File: src/design/binary_isolated_pixel_cleanup_macros.svh
// Assertion macros shared by the isolated pixel cleanup modules.
`ifndef BINARY_ISOLATED_PIXEL_CLEANUP_MACROS_SVH
`define BINARY_ISOLATED_PIXEL_CLEANUP_MACROS_SVH

// Same-cycle implication, checked on every rising clock edge outside reset.
`define BIPC_ASSERT_IMPL(label, ante, cons, msg) \
	label: assert property (@(posedge clk) disable iff (!arst_n) (ante) |-> (cons)) \
		else $error(msg);

// Next-cycle implication, checked on every rising clock edge outside reset.
`define BIPC_ASSERT_NEXT(label, ante, cons, msg) \
	label: assert property (@(posedge clk) disable iff (!arst_n) (ante) |=> (cons)) \
		else $error(msg);

`endif

File: src/design/bipc_pkg.sv
// Shared constants, codes and types of the isolated pixel cleanup block.
package bipc_pkg;

	localparam int MAX_WIDTH   = 2048;
	localparam int MAX_HEIGHT  = 4096;
	localparam int MIN_DIM     = 3;
	localparam int PIX_W       = 8;
	localparam int FW_W        = 12;
	localparam int FH_W        = 13;
	localparam int CFG_DATA_W  = 13;
	localparam int CFG_IDX_W   = 1;
	localparam int CNT_W       = 23;
	localparam int WU_W        = $clog2(MAX_WIDTH + 1);
	localparam int HU_W        = $clog2(MAX_HEIGHT + 1);
	localparam int COL_W       = $clog2(MAX_WIDTH);
	localparam int ROW_W       = $clog2(MAX_HEIGHT);
	localparam int ADDR_W      = $clog2(MAX_WIDTH + 3);
	localparam int RAM_DEPTH   = 2 ** ADDR_W;
	localparam int QUEUE_DEPTH = 4;
	localparam int QPTR_W      = $clog2(QUEUE_DEPTH);
	localparam int QCNT_W      = $clog2(QUEUE_DEPTH + 1);
	localparam int NBR_N       = 8;
	localparam int NBR_W       = $clog2(NBR_N + 1);

	localparam logic [FW_W-1:0]  WIDTH_RESET  = 12'd640;
	localparam logic [FH_W-1:0]  HEIGHT_RESET = 13'd480;
	localparam logic [CNT_W-1:0] COUNT_MAX    = '1;
	localparam logic [PIX_W-1:0] PIX_BLACK    = '0;
	localparam logic [PIX_W-1:0] PIX_WHITE    = '1;
	localparam logic [NBR_W-1:0] FILL_BLACKS  = NBR_W'(7);

	typedef enum logic [CFG_IDX_W-1:0] {
		CFG_FRAME_WIDTH  = 1'b0,
		CFG_FRAME_HEIGHT = 1'b1
	} cfg_idx_t;

	typedef enum logic {
		OP_PIXEL = 1'b0,
		OP_FLUSH = 1'b1
	} opcode_t;

	typedef struct packed {
		logic             is_data;
		logic             emit;
		logic             full;
		logic [PIX_W-1:0] pixel;
	} cmd_t;

	typedef struct packed {
		logic full;
		logic avail;
	} q_stat_t;

endpackage

File: src/design/bipc_front.sv
// Input side: accepts items, tracks pending pixels and classifies each item into a command.
module bipc_front import bipc_pkg::*; (
	input  logic             clk,
	input  logic             arst_n,
	input  logic [WU_W-1:0]  width_used,
	input  logic             pix_valid,
	output logic             pix_stall,
	input  logic             opcode,
	input  logic [PIX_W-1:0] pixel_in,
	input  q_stat_t          q_stat,
	output logic             push,
	output cmd_t             push_cmd
);

	logic [ADDR_W-1:0] pending_q;
	logic [ADDR_W-1:0] pend_incl;
	logic [ADDR_W-1:0] width_p1;
	logic              accept;
	logic              is_data;
	logic              emit;
	logic              full;

	assign pix_stall = q_stat.full;
	assign accept    = pix_valid && !pix_stall;
	assign is_data   = (opcode == OP_PIXEL);
	assign width_p1  = ADDR_W'(width_used) + ADDR_W'(1);
	assign pend_incl = pending_q + ADDR_W'(is_data);
	assign full      = (pend_incl > width_p1);

	always_comb begin
		if (is_data) begin
			emit = full;
		end else begin
			emit = (pending_q != '0);
		end
	end

	assign push             = accept && (is_data || emit);
	assign push_cmd.is_data = is_data;
	assign push_cmd.emit    = emit;
	assign push_cmd.full    = full;
	assign push_cmd.pixel   = pixel_in;

	always_ff @(posedge clk or negedge arst_n) begin
		if (!arst_n) begin
			pending_q <= '0;
		end else if (accept) begin
			pending_q <= pend_incl - ADDR_W'(emit);
		end
	end

endmodule

File: config.mk
export PLATFORM = sky130hd
export DESIGN_NAME = bipc_front
export DESIGN_NICKNAME = d
export VERILOG_FILES = /design/src/design/binary_isolated_pixel_cleanup_macros.svh /design/src/design/bipc_pkg.sv /design/src/design/bipc_front.sv
export SDC_FILE = /design/constraint.sdc
export NUM_CORES = 1
export LEC_CHECK = 0
export ABC_CLOCK_PERIOD_IN_PS = 5840
export BUFFER_PORTS_ARGS = -buffer_cell sky130_fd_sc_hd__buf_4
export CORE_MARGIN = 2
export CORE_UTILIZATION = 49
export DETAILED_ROUTE_END_ITERATION = 8
export GPL_TIMING_DRIVEN = 0
export PLACE_DENSITY = 0.78
export SYNTH_ARGS = -nofsm -noshare
export SYNTH_HDL_FRONTEND = slang
export SYNTH_SLANG_ARGS = --single-unit
File: constraint.sdc
create_clock -name clk -period 5.84 [get_ports clk]
set_clock_uncertainty 0.1 [all_clocks]
set_input_delay 1.752 -clock clk [delete_from_list [all_inputs] [get_ports clk]]
set_output_delay 1.752 -clock clk [all_outputs]
set_load 0.05 [all_outputs]
After elaboration in Yosys (flattened, before gate mapping)
Cells that the tools add are included.
- multiplexer cells: 1
- reductions and logical operators: 5
- $add $sub $neg: 3
- order comparisons: 1
- bitwise operators: 1
- operators by type and width (cell ; number):
    $add 12x1->12 ; 1
    $add 12x1->12 const B ; 1
    $gt 12x12->1 ; 1
    $reduce_bool 12->1 ; 1
    $sub 12x1->12 ; 1
    $logic_and 1x1->1 ; 2
    $logic_not 1->1 ; 1
    $logic_or 1x1->1 ; 1
    $mux 1 ; 1
    $not 1->1 ; 1
- word-level logic and storage cells: 12
- output and inout bits: 13
- input bits: 26
- register bits after elaboration: 12

Depth between registers and ports, before layout
- word-level depth: 6
- mapped depth: 22
- mapped depth without buffers: 21

Least setup slack after synthesis
No wires, ideal clock.
- kind: input to output
- start: input port opcode
- end: output port push_cmd[9] (netlist name)
- slack: -0.229 ns
- buffers on the path: 2
- arrival: 4.217 ns
- required time: 3.988 ns
- stages on the path: 12
- cell sequence: inv_1 ha_1 ha_1 buf_4 nand2_1 o31a_1 or2_2 ha_1 nand3_1 a311o_1 a41oi_2 buf_4
- word-level cells in the longest chain between the ends: 4
- ends and longest elaborated chain (element ; RTL line ; source):
    start, declared ; bipc_front.sv:8 ; input logic opcode,
    $not 1->1 ; bipc_front.sv:25 ; assign is_data = (opcode == OP_PIXEL);
    $add 12x1->12 ; bipc_front.sv:27 ; assign pend_incl = pending_q + ADDR_W'(is_data);
    $gt 12x12->1 ; bipc_front.sv:28 ; assign full = (pend_incl > width_p1);
    $mux 1 * ; bipc_front.sv:31 ; if (is_data) begin
    end, declared ; bipc_front.sv:12 ; output cmd_t push_cmd
Every way passes the cells marked *; elsewhere a longest branch is shown, timed or not.

Worst setup path in the final report
- start: input port opcode
- end: output port push_cmd[9] (netlist name)
- word-level cells in the longest chain between the ends: 4
- ends and longest elaborated chain (element ; RTL line ; source):
    $not 1->1 ; bipc_front.sv:25 ;
    net is_data ; bipc_front.sv:19 ; logic is_data;
    $add 12x1->12 ; bipc_front.sv:27 ;
    $gt 12x12->1 ; bipc_front.sv:28 ;
    $mux 1 ; bipc_front.sv:31 ;
The timed path passes the listed nets, and every way through them passes these cells.

==> flow_summary.yaml <==
run_status:
  outcome: "finished, violations left"
  violations: "setup timing"
synth:
  async_flop_share_pct: 100
  synth_ff_type: "dfrtp_1"
  ys_warn_count: 0
  ys_seq_area_share_pct: 17.8
  synth_edf_count: 0
  synth_xor_area_share_pct: 17.6
  syn-cell-area_mm2: 0.00168
  synth_compound_area_share_pct: 13.0
  synth_top_family_by_area: "simple AND/OR/NAND/NOR gates"
  yosysTopAreaCellShare_pct: 17.8
  synth_cells: 203
  syn-num-nets: 245
  synth-adder-area-share_pct: 11.9
  ys_top_cells_by_area: "dfrtp_1, ha_1, xnor2_1, xor2_1, buf_4"
  muxShareOfSynthArea_pct: 0.595
  synth-seq-cells: 12
  synthTopCellsByCount: "ha_1, nand2_1, xnor2_1, xor2_1, nor2_1"
  synth-simple-area-share_pct: 27.8
  synth_cell_types: 49
  yosysTopAreaCell: "dfrtp_1"
  syn_avg_cell_area_um2: 8.29
worst_setup_path:
  worst_r2r_endpoint: "pending_q[10]"
  crit_fanout: 4
  slowest_delay_ns: 0.40
  path_buf_inv: 4
  critPathKind: "in2out"
  critPathTopFamily: "simple AND/OR/NAND/NOR gates"
  timing.reg2reg.setup_slack_ns: 1.55
  path_cells: "buf_6, clkinvlp_4, ha_4, and4_4, and3_4, or2_4, ha_4, and2_4, nand3_2, a311o_1, a41oi_2, buf_6, buf_8"
  critPathLaunchType: "primary input"
  r2r-start: "pending_q[0]"
  required_ns: 3.99
  ff2ff_path_depth: 18
  worst_setup_path_end_kind: "primary output"
  crit_slowest_cell: "a311o_1"
  arrival_ns: 4.15
clock_network:
  cts_buffers: 3
  cts_tree: "yes"
  clkTransAtPathRegs_ns: 0.09
  htree_levels: 1
  cts.sinks: 12
  clk_path_buf_depth: 2
  clockRootBuffer: "clkbuf_4"
  cts_hold_buf: 0
  worstSkewPairLatency_ns: 0.28
sta:
  hold_viol_final: 0
  report.final.slew_viol_count: 0
  fin_crit_ns: 6.00
  hold_ws_ns: 0.489
  setup_viol: 2
  slew_headroom_pct: 64.4
  worst_slack_ns: -0.159
  min_period_over_period_pct: 103
  rsz0062_at_grt: "yes"
  worst-slew-pin-transition_ns: 0.533
  setup_tns_ns: -0.276
  fmax_mhz: 167
hold_path:
  holdCritPathClass: "reg2reg"
  hold_end: "pending_q[4]"
  holdPathStages: 2
  min-delay-start: "pending_q[4]"
floorplanning:
  die_x_um: 62.6
  core_mm2: 0.00331
  ios: 39
  die_h_um: 62.6
  fp-row-count: 21
  start_util_pct: 50.8
  die-area_mm2: 0.00392
grt:
  first_global_vias: 1536
  grt_pass1_wl_mm: 7.22
  grt_max_degree: 13
  gr-total-overflow: 0
  grt_use_total_pct: 22.6
  antenna_found_initial: 0
placement:
  dp_hpwl_mm: 3.01
  gp_congestion: 0.882
  port_buffers: 29
cells_and_area:
  finalNetCount: 291
  top_register: "pending_q"
  antenna_cells: 0
  reg_top3: "pending_q (12)"
  drive_above_1_share_pct: 41.5
  largest_reg_flops: 12
  area_growth_pct: 38.3
detailed_routing:
  viasPerCell: 5.45
  detail_route.wl_per_cell_um: 14.4
  drt_first_pass_iters: 4
  drt-initial-drc-count: 55
  routed_wl_mm: 4.23
  ant_nets: 0
  num_vias: 1603
  drc_errors: 0
power:
  p_total_mw: 0.651
  power.density_mw_per_mm2: 280
  peakVddDrop_uv: 270
  power_leakage_nw: 0.984
job:
  cap_violations: 0
layer usage:
| layer | GRT usage, % | share of wire (%) | vias to the layer above | wire length [um] |
|---|---|---|---|---|
| met5 | 0 | 0 | - | 0 |
| met4 | 5.28 | 0.97 | 0 | 41 |
| met3 | 4.68 | 3.3 | 6 | 139 |
| met2 | 38.6 | 52 | 34 | 2180 |
| met1 | 29.2 | 44 | 764 | 1870 |
| li1 | - | - | 799 | - |
worst max path at each step:
stage          cells after the start  slack (ns)     endpoint   start
4_1_cts                           16       -0.23  push_cmd[9]  opcode
6_report                          13       -0.16  push_cmd[9]  opcode
2_1_floorplan                     11       0.001  push_cmd[9]  opcode
3_3_place_gp                      16       -0.43  push_cmd[9]  opcode
5_1_grt                           14       -0.26  push_cmd[9]  opcode
3_5_place_dp                      16       -0.51  push_cmd[9]  opcode
where the power goes:
| part | switching (mW) | internal (mW) | total [mW] |
|---|---|---|---|
| clock | 0.0316 | 0.0380 | 0.0696 |
| combinational | 0.236 | 0.195 | 0.431 |
| sequential | 0.0403 | 0.110 | 0.150 |
cells in the final DEF, fill, tap and decap left out, types with 3 or more instances in the layout:
cell,instances
a21oi_1,5
a31oi_1,3
and3_1,3
and4_1,3
and4_4,3
buf_4,51
buf_6,5
clkbuf_4,3
dfrtp_1,12
ha_1,9
ha_4,7
inv_1,11
nand2_1,15
nand3_1,7
nand4_1,6
nor2_1,13
nor4_1,5
o21ai_0,4
xnor2_1,15
xor2_1,14
xor2_2,3
worst min-delay path: stages (launching register included):
cell	delay [ns]
dfrtp_1	0.35
buf_6	0.14
xor2_1	0.07
cells by family after synthesis:
kind of cell | count (synthesis)
compound gates | 28
simple gates | 81
flops | 12
buf+inv | 32
xor+xnor | 33
mux | 1
fa+ha+maj | 16
what timing repair did:
action | 4_1_cts | 5_1_grt
pin swaps | 15 | 10
gates cloned | 0 | 0
setup buffers | 7 | 6
resized for setup | 24 | 14
setup endpoints to repair | 2 | 2
per-stage QoR:
step                utilization (%)  cells  cell area, um2  setup slack [ns]
finish                         70.3    294            2330            -0.159
global route                   70.3    294            2330            -0.257
CTS                            67.1    289            2220            -0.225
detailed placement             60.8    278            2010            -0.508
global placement               60.8    278            2010            -0.433
floorplan                         -    203            1740           0.00116
layout make-up:
cell class,count,area (um2)
Clock buffer,4,36.3
Tap cell,46,57.6
Multi-Input combinational cell,159,1400
Buffer,18,143
Sequential cell,12,300
Fill cell,279,983
Inverter,13,52.6
Timing Repair Buffer,42,334
Power figures use the tool's default switching activity.
