`src/design/binary_isolated_pixel_cleanup_macros.svh`:
```
// Assertion macros shared by the isolated pixel cleanup modules.
`ifndef BINARY_ISOLATED_PIXEL_CLEANUP_MACROS_SVH
`define BINARY_ISOLATED_PIXEL_CLEANUP_MACROS_SVH

// Same-cycle implication, checked on every rising clock edge outside reset.
`define BIPC_ASSERT_IMPL(label, ante, cons, msg) \
	label: assert property (@(posedge clk) disable iff (!arst_n) (ante) |-> (cons)) \
		else $error(msg);

// Next-cycle implication, checked on every rising clock edge outside reset.
`define BIPC_ASSERT_NEXT(label, ante, cons, msg) \
	label: assert property (@(posedge clk) disable iff (!arst_n) (ante) |=> (cons)) \
		else $error(msg);

`endif

```
`src/design/bipc_pkg.sv`:
```
// Shared constants, codes and types of the isolated pixel cleanup block.
package bipc_pkg;

	localparam int MAX_WIDTH   = 2048;
	localparam int MAX_HEIGHT  = 4096;
	localparam int MIN_DIM     = 3;
	localparam int PIX_W       = 8;
	localparam int FW_W        = 12;
	localparam int FH_W        = 13;
	localparam int CFG_DATA_W  = 13;
	localparam int CFG_IDX_W   = 1;
	localparam int CNT_W       = 23;
	localparam int WU_W        = $clog2(MAX_WIDTH + 1);
	localparam int HU_W        = $clog2(MAX_HEIGHT + 1);
	localparam int COL_W       = $clog2(MAX_WIDTH);
	localparam int ROW_W       = $clog2(MAX_HEIGHT);
	localparam int ADDR_W      = $clog2(MAX_WIDTH + 3);
	localparam int RAM_DEPTH   = 2 ** ADDR_W;
	localparam int QUEUE_DEPTH = 4;
	localparam int QPTR_W      = $clog2(QUEUE_DEPTH);
	localparam int QCNT_W      = $clog2(QUEUE_DEPTH + 1);
	localparam int NBR_N       = 8;
	localparam int NBR_W       = $clog2(NBR_N + 1);

	localparam logic [FW_W-1:0]  WIDTH_RESET  = 12'd640;
	localparam logic [FH_W-1:0]  HEIGHT_RESET = 13'd480;
	localparam logic [CNT_W-1:0] COUNT_MAX    = '1;
	localparam logic [PIX_W-1:0] PIX_BLACK    = '0;
	localparam logic [PIX_W-1:0] PIX_WHITE    = '1;
	localparam logic [NBR_W-1:0] FILL_BLACKS  = NBR_W'(7);

	typedef enum logic [CFG_IDX_W-1:0] {
		CFG_FRAME_WIDTH  = 1'b0,
		CFG_FRAME_HEIGHT = 1'b1
	} cfg_idx_t;

	typedef enum logic {
		OP_PIXEL = 1'b0,
		OP_FLUSH = 1'b1
	} opcode_t;

	typedef struct packed {
		logic             is_data;
		logic             emit;
		logic             full;
		logic [PIX_W-1:0] pixel;
	} cmd_t;

	typedef struct packed {
		logic full;
		logic avail;
	} q_stat_t;

endpackage

```
`src/design/bipc_queue.sv`:
```
// Short command queue between the input side and the window pipeline.
`include "binary_isolated_pixel_cleanup_macros.svh"
module bipc_queue import bipc_pkg::*; (
	input  logic    clk,
	input  logic    arst_n,
	input  logic    push,
	input  cmd_t    push_cmd,
	input  logic    pop,
	output cmd_t    pop_cmd,
	output q_stat_t q_stat
);

	cmd_t              mem_q [QUEUE_DEPTH];
	logic [QPTR_W-1:0] wr_ptr_q;
	logic [QPTR_W-1:0] rd_ptr_q;
	logic [QCNT_W-1:0] count_q;

	assign pop_cmd      = mem_q[rd_ptr_q];
	assign q_stat.full  = (count_q == QCNT_W'(QUEUE_DEPTH));
	assign q_stat.avail = (count_q != '0);

	always_ff @(posedge clk) begin
		if (push) begin
			mem_q[wr_ptr_q] <= push_cmd;
		end
	end

	always_ff @(posedge clk or negedge arst_n) begin
		if (!arst_n) begin
			wr_ptr_q <= '0;
			rd_ptr_q <= '0;
			count_q  <= '0;
		end else begin
			if (push) begin
				wr_ptr_q <= wr_ptr_q + QPTR_W'(1);
			end
			if (pop) begin
				rd_ptr_q <= rd_ptr_q + QPTR_W'(1);
			end
			count_q <= count_q + QCNT_W'(push) - QCNT_W'(pop);
		end
	end

	`BIPC_ASSERT_IMPL(a_no_overflow, push && !pop, count_q != QCNT_W'(QUEUE_DEPTH), "command queue overflow")
	`BIPC_ASSERT_IMPL(a_no_underflow, pop, count_q != '0, "command queue read while empty")

endmodule

```
`config.mk`:
```
export PLATFORM = sky130hd
export DESIGN_NAME = bipc_queue
export DESIGN_NICKNAME = d
export VERILOG_FILES = /design/src/design/bipc_pkg.sv /design/src/design/bipc_queue.sv
export VERILOG_INCLUDE_DIRS = /design/src /design/src/design
export SDC_FILE = /design/constraint.sdc
export NUM_CORES = 1
export LEC_CHECK = 0
export BUFFER_PORTS_ARGS = -buffer_cell sky130_fd_sc_hd__clkbuf_2
export CORE_MARGIN = 2
export CORE_UTILIZATION = 55
export CTS_CLUSTER_SIZE = 14
export DETAILED_ROUTE_END_ITERATION = 10
export HOLD_SLACK_MARGIN = 0.08
export MAX_ROUTING_LAYER = met4
export PLACE_DENSITY = 0.77
export SETUP_SLACK_MARGIN = 0.1
export SYNTH_ARGS = -nofsm -noshare
export SYNTH_HDL_FRONTEND = slang
export SYNTH_SLANG_ARGS = --single-unit
```
`constraint.sdc`:
```
create_clock -name clk -period 2.3 [get_ports clk]
set_input_delay 0.23 -clock clk [delete_from_list [all_inputs] [get_ports clk]]
set_output_delay 0.23 -clock clk [all_outputs]
set_load 0.01 [all_outputs]
```
Word-level counts from Yosys, hierarchy flattened
Memories as Yosys holds them, arrays and structs flattened.
Cells that the tools add are included.
Widths: inputs -> output; s select.
- register bits after elaboration: 7
- bits in writable memories: 44
- memories kept: 1
- input bits: 15
- output and inout port bits: 13
- equal/unequal tests: 1
- mux-type cells: 2
- add/sub/neg operators: 4
- reduce and logical (&&, ||, !) cells: 1
- memory list (memory ; words ; bits a word ; rd ports ; clocked after memory_dff ; wr ports ; line ; RTL):
    mem_q ; 4 ; 11 ; 1 ; 0 ; 1 ; bipc_queue.sv:13 ; cmd_t mem_q [QUEUE_DEPTH];
- operators with widths (cell ; number):
    $add 2x1->2 const B ; 2
    $add 3x1->3 ; 1
    $eq 3x3->1 const B ; 1
    $reduce_bool 3->1 ; 1
    $sub 3x1->3 ; 1
    $mux 1 ; 2

Depth between registers and ports, before layout
- depth in word-level cells: 2
- depth in mapped cells: 7

Worst setup path after synthesis
Ideal clock, no wire load.
- path kind: register to register
- start: register count_q[0]
- end: register count_q[2]
- library setup time: 0.123 ns
- data required time: 2.177 ns
- arrival: 1.487 ns
- cell stages (with the launch flop): 8
- path buffers: 0
- setup slack: 0.690 ns
- cells stage by stage: dfrtp_1 > inv_1 > ha_1 > inv_1 > ha_1 > fa_1 > xor2_1 > xnor2_1
- longest elaborated chain between the ends: 2
- ends and longest elaborated chain (element ; line ; RTL):
    from (decl) ; bipc_queue.sv:16 ; logic [QCNT_W-1:0] count_q;
    from (signal assigned) ; bipc_queue.sv:40 ; count_q <= count_q + QCNT_W'(push) - QCNT_W'(pop);
    $add 3x1->3 ; bipc_queue.sv:40 ;
    $sub 3x1->3 ; bipc_queue.sv:40 ;
Every way passes these cells.
A chain may end at the register's enable or synchronous reset.

==> report_table.html <==
<table>
<tr><th>Metric</th><th>Value</th></tr>
<tr><th colspan="2">STA</th></tr>
<tr><td>Number of endpoints with negative hold slack in the final report</td><td>0</td></tr>
<tr><td>Setup repair after global routing missed its margin</td><td>no</td></tr>
<tr><td>Max frequency</td><td>0.4947 GHz</td></tr>
<tr><td>Worst max-slew margin expressed relative to the limit</td><td>0.6010</td></tr>
<tr><td>Setup Viol. Count Final</td><td>0</td></tr>
<tr><td>Final count of pins violating max slew</td><td>0</td></tr>
<tr><td>Final critical-path share of the clock period</td><td>0.8788</td></tr>
<tr><td>Clock period minus worst slack</td><td>2.021 ns</td></tr>
<tr><td>Final setup TNS</td><td>0 ns</td></tr>
<tr><td>Tightest hold margin</td><td>0.1282 ns</td></tr>
<tr><td>Worst setup skew after layout</td><td>0.01521 ns</td></tr>
<tr><td>Pin slew with the least headroom to its limit</td><td>0.5985 ns</td></tr>
<tr><th colspan="2">Worst hold path</th></tr>
<tr><td>Hold Path Depth</td><td>2</td></tr>
<tr><td>Class of the tightest hold or removal check</td><td>in -&gt; reg</td></tr>
<tr><th colspan="2">Cells and area</th></tr>
<tr><td>Fraction of final layout cells with drive strength greater than 1</td><td>0.3261</td></tr>
<tr><td>Post-route insts no fill</td><td>184</td></tr>
<tr><td>Most common library cell in the layout ignoring fill and taps</td><td>edfxtp_1</td></tr>
<tr><td>Net total in the final layout</td><td>159</td></tr>
<tr><td>Filler cells</td><td>226</td></tr>
<tr><td>Commonest non-fill, non-tap cells in the layout</td><td>edfxtp_1 (44), clkbuf_2 (27), dlygate4sd3_1 (13), mux4_2 (8)</td></tr>
<tr><td>Synth-to-layout area growth</td><td>20.13%</td></tr>
<tr><td>Count of inserted antenna diode cells</td><td>0</td></tr>
<tr><th colspan="2">GRT</th></tr>
<tr><td>Largest net degree at the start of global routing</td><td>18</td></tr>
<tr><td>GR Overflow Total</td><td>0</td></tr>
<tr><td>Number of global-route vias before repair</td><td>1013</td></tr>
<tr><td>Antenna violations before repair</td><td>0</td></tr>
<tr><td>Overall routing resource usage</td><td>0.1766</td></tr>
<tr><td>Global-route wire length before repair</td><td>4885 µm</td></tr>
<tr><th colspan="2">Status</th></tr>
<tr><td>Status</td><td>complete, no violations</td></tr>
<tr><th colspan="2">Detailed routing</th></tr>
<tr><td>Vias per cell</td><td>5.228</td></tr>
<tr><td>DR vias</td><td>962</td></tr>
<tr><td>Average detailed-routed wire length per instance</td><td>16.81 µm</td></tr>
<tr><td>Final Routed Wirelength</td><td>3093 µm</td></tr>
<tr><td>Number of optimization iterations in the first detailed-route pass</td><td>4</td></tr>
<tr><td>DR iter-0 viols</td><td>44</td></tr>
<tr><td>Number of remaining DRC errors</td><td>0</td></tr>
<tr><td>Number of nets with antenna violations after detailed routing</td><td>0</td></tr>
<tr><th colspan="2">Worst setup path</th></tr>
<tr><td>Kind of critical path</td><td>reg -&gt; out</td></tr>
<tr><td>Kind of end point of the critical path</td><td>output pin</td></tr>
<tr><td>Critical Path AT</td><td>1.79 ns</td></tr>
<tr><td>R2R depth</td><td>7</td></tr>
<tr><td>Data required time at the worst endpoint</td><td>2.07 ns</td></tr>
<tr><td>Maximum fanout count along the critical path</td><td>8</td></tr>
<tr><td>Startpoint type of the worst setup path</td><td>flop</td></tr>
<tr><th colspan="2">Job</th></tr>
<tr><td>Number of max-cap violations</td><td>0</td></tr>
<tr><th colspan="2">Placed design</th></tr>
<tr><td>Placed cell count</td><td>163</td></tr>
<tr><td>Gp weighted congestion</td><td>0.6737</td></tr>
<tr><td>Port buffer count</td><td>27</td></tr>
<tr><th colspan="2">Synth</th></tr>
<tr><td>Post-Syn Instances</td><td>91</td></tr>
<tr><td>Number of register bits inferred by synthesis</td><td>51</td></tr>
<tr><td>Cell variety after synth</td><td>16</td></tr>
<tr><td>Proportion of synthesized chip area in sequential cells</td><td>0.7546</td></tr>
<tr><td>Mean cell area of the mapped netlist</td><td>21.79 µm²</td></tr>
<tr><td>Total nets after synthesis</td><td>113</td></tr>
<tr><td>Mapped cell area</td><td>1983 µm²</td></tr>
<tr><td>Number of warning messages in the yosys log</td><td>0</td></tr>
<tr><th colspan="2">Pwr</th></tr>
<tr><td>Maximum VDD drop</td><td>0.6596 mV</td></tr>
<tr><td>Standby leakage power</td><td>0.9044 nW</td></tr>
<tr><td>PwrDens</td><td>1130 nW/µm²</td></tr>
<tr><th colspan="2">Die</th></tr>
<tr><td>Die Area</td><td>4102 µm²</td></tr>
<tr><td>Starting Density</td><td>0.5851</td></tr>
<tr><td>Placeable core area</td><td>3390 µm²</td></tr>
<tr><td>Row count</td><td>21</td></tr>
<tr><td>Floorplan die height</td><td>64.05 µm</td></tr>
<tr><td>Boundary Pins</td><td>28</td></tr>
<tr><td>Width of the die</td><td>64.05 µm</td></tr>
<tr><th colspan="2">Clock network</th></tr>
<tr><td>Clk pin slew, worst setup/hold paths</td><td>0.15 ns</td></tr>
<tr><td>Number of buffers on the longest clock path</td><td>2</td></tr>
<tr><td>Num CTS Buffers</td><td>5</td></tr>
<tr><td>Clock tree from TritonCTS</td><td>yes</td></tr>
<tr><td>Maximum level of the CTS H-tree</td><td>2</td></tr>
<tr><td>Clock latency of the later-clocked register in the worst-skew pair</td><td>0.37 ns</td></tr>
<tr><td>Clock Tree Root</td><td>clkbuf_4</td></tr>
<tr><td># clock sinks</td><td>51</td></tr>
</table>
-- Yosys cell counts --
| cell type | instances | share of area |
|---|---|---|
| buf_2 | 1 | 0.0025 |
| mux4_1 | 3 | 0.040 |
| mux4_2 | 8 | 0.091 |
| and3_1 | 1 | 0.0032 |
| or3_1 | 1 | 0.0032 |
| inv_1 | 6 | 0.011 |
| buf_6 | 1 | 0.0057 |
| edfxtp_1 | 44 | 0.67 |
| ha_1 | 6 | 0.038 |
| xor2_1 | 3 | 0.013 |
| fa_1 | 1 | 0.010 |
| nand2_1 | 2 | 0.0038 |
| and2_1 | 4 | 0.013 |
| o21ai_0 | 1 | 0.0025 |
| dfrtp_1 | 7 | 0.088 |
| xnor2_1 | 2 | 0.0088 |
-- metrics by stage --
stage	setup slack [ns]	utilization	area, µm²	power, mW
after global placement	0.5912	0.6394	2167	2.156
final	0.2786	0.7028	2382	2.692
after detailed placement	0.5884	0.6394	2167	2.207
after global routing	0.1729	0.7028	2382	2.858
after floorplan	0.6900	-	1983	1.918
after CTS	0.1513	0.7025	2381	2.725
-- worst max-delay path, cell delays in order (launching register included) --
cell and delay, ns:
dfrtp_2 0.48, buf_4 0.23, mux4_1 0.57, clkbuf_2 0.14
-- timing repair --
| item | 4_1_cts | 5_1_grt |
|---|---|---|
| endpoints found under the setup margin | 0 | 3 |
| gates resized for setup | 0 | 1 |
| buffers inserted | 0 | 0 |
| endpoints found under the hold margin | 52 | 0 |
| hold buffers | 13 | 0 |
-- routing by layer --
layer	GRT usage	share of wire	vias to the layer above
met5	-	0	-
met4	0.05707	0.0074	0
met3	0.05810	0.061	2
met2	0.3047	0.56	33
met1	0.1931	0.37	479
li1	-	-	448
-- flip-flops by register name (all words and copies together), names as in the netlist --
register / count
count_q: 3
rd_ptr_q: 2
mem_q: 44
wr_ptr_q: 2
-- worst paths after layout --
kind	startpoint	to	slack [ns]
min in group asynchronous	arst_n	rd_ptr_q[0]$_DFFE_PN0P_	0.20
worst max register to register	count_q[0]$_DFF_PN0_	count_q[2]$_DFF_PN0_	0.59
max in group asynchronous	arst_n	count_q[2]$_DFF_PN0_	1.92
worst min-delay path	push	wr_ptr_q[0]$_DFFE_PN0P_	0.13
worst min register to register	count_q[2]$_DFF_PN0_	count_q[2]$_DFF_PN0_	0.52
worst max-delay path	rd_ptr_q[0]$_DFFE_PN0P_	pop_cmd[1]	0.28
-- cell type report --
class                   count  area (µm²)  share of cell area
clock buffers               5       37.54             0.01576
flip-flops and latches     51        1498              0.6287
inverters                   6       22.52            0.009454
clock inverters             3       46.29             0.01943
multi-input cells          32       447.9              0.1880
well taps                  46       57.56             0.02416
repair buffers             41       272.8              0.1145
-- cell families after synthesis --
kind of cell | Yosys count | synth area share
compound gates | 1 | 0.002521
mux | 11 | 0.1306
flops | 51 | 0.7546
xor+xnor | 5 | 0.02209
buf+inv | 8 | 0.01955
simple gates | 8 | 0.02272
fa+ha+maj | 7 | 0.04795
-- power breakdown --
group	switching (mW)	total [mW]	internal (mW)	leakage (nW)
sequential	0.134	1.37	1.23	0.485
combinational	0.397	0.813	0.416	0.377
clock	0.278	0.511	0.232	0.0418
total	0.810	2.69	1.88	0.904
(Power assumes the default switching activity.)
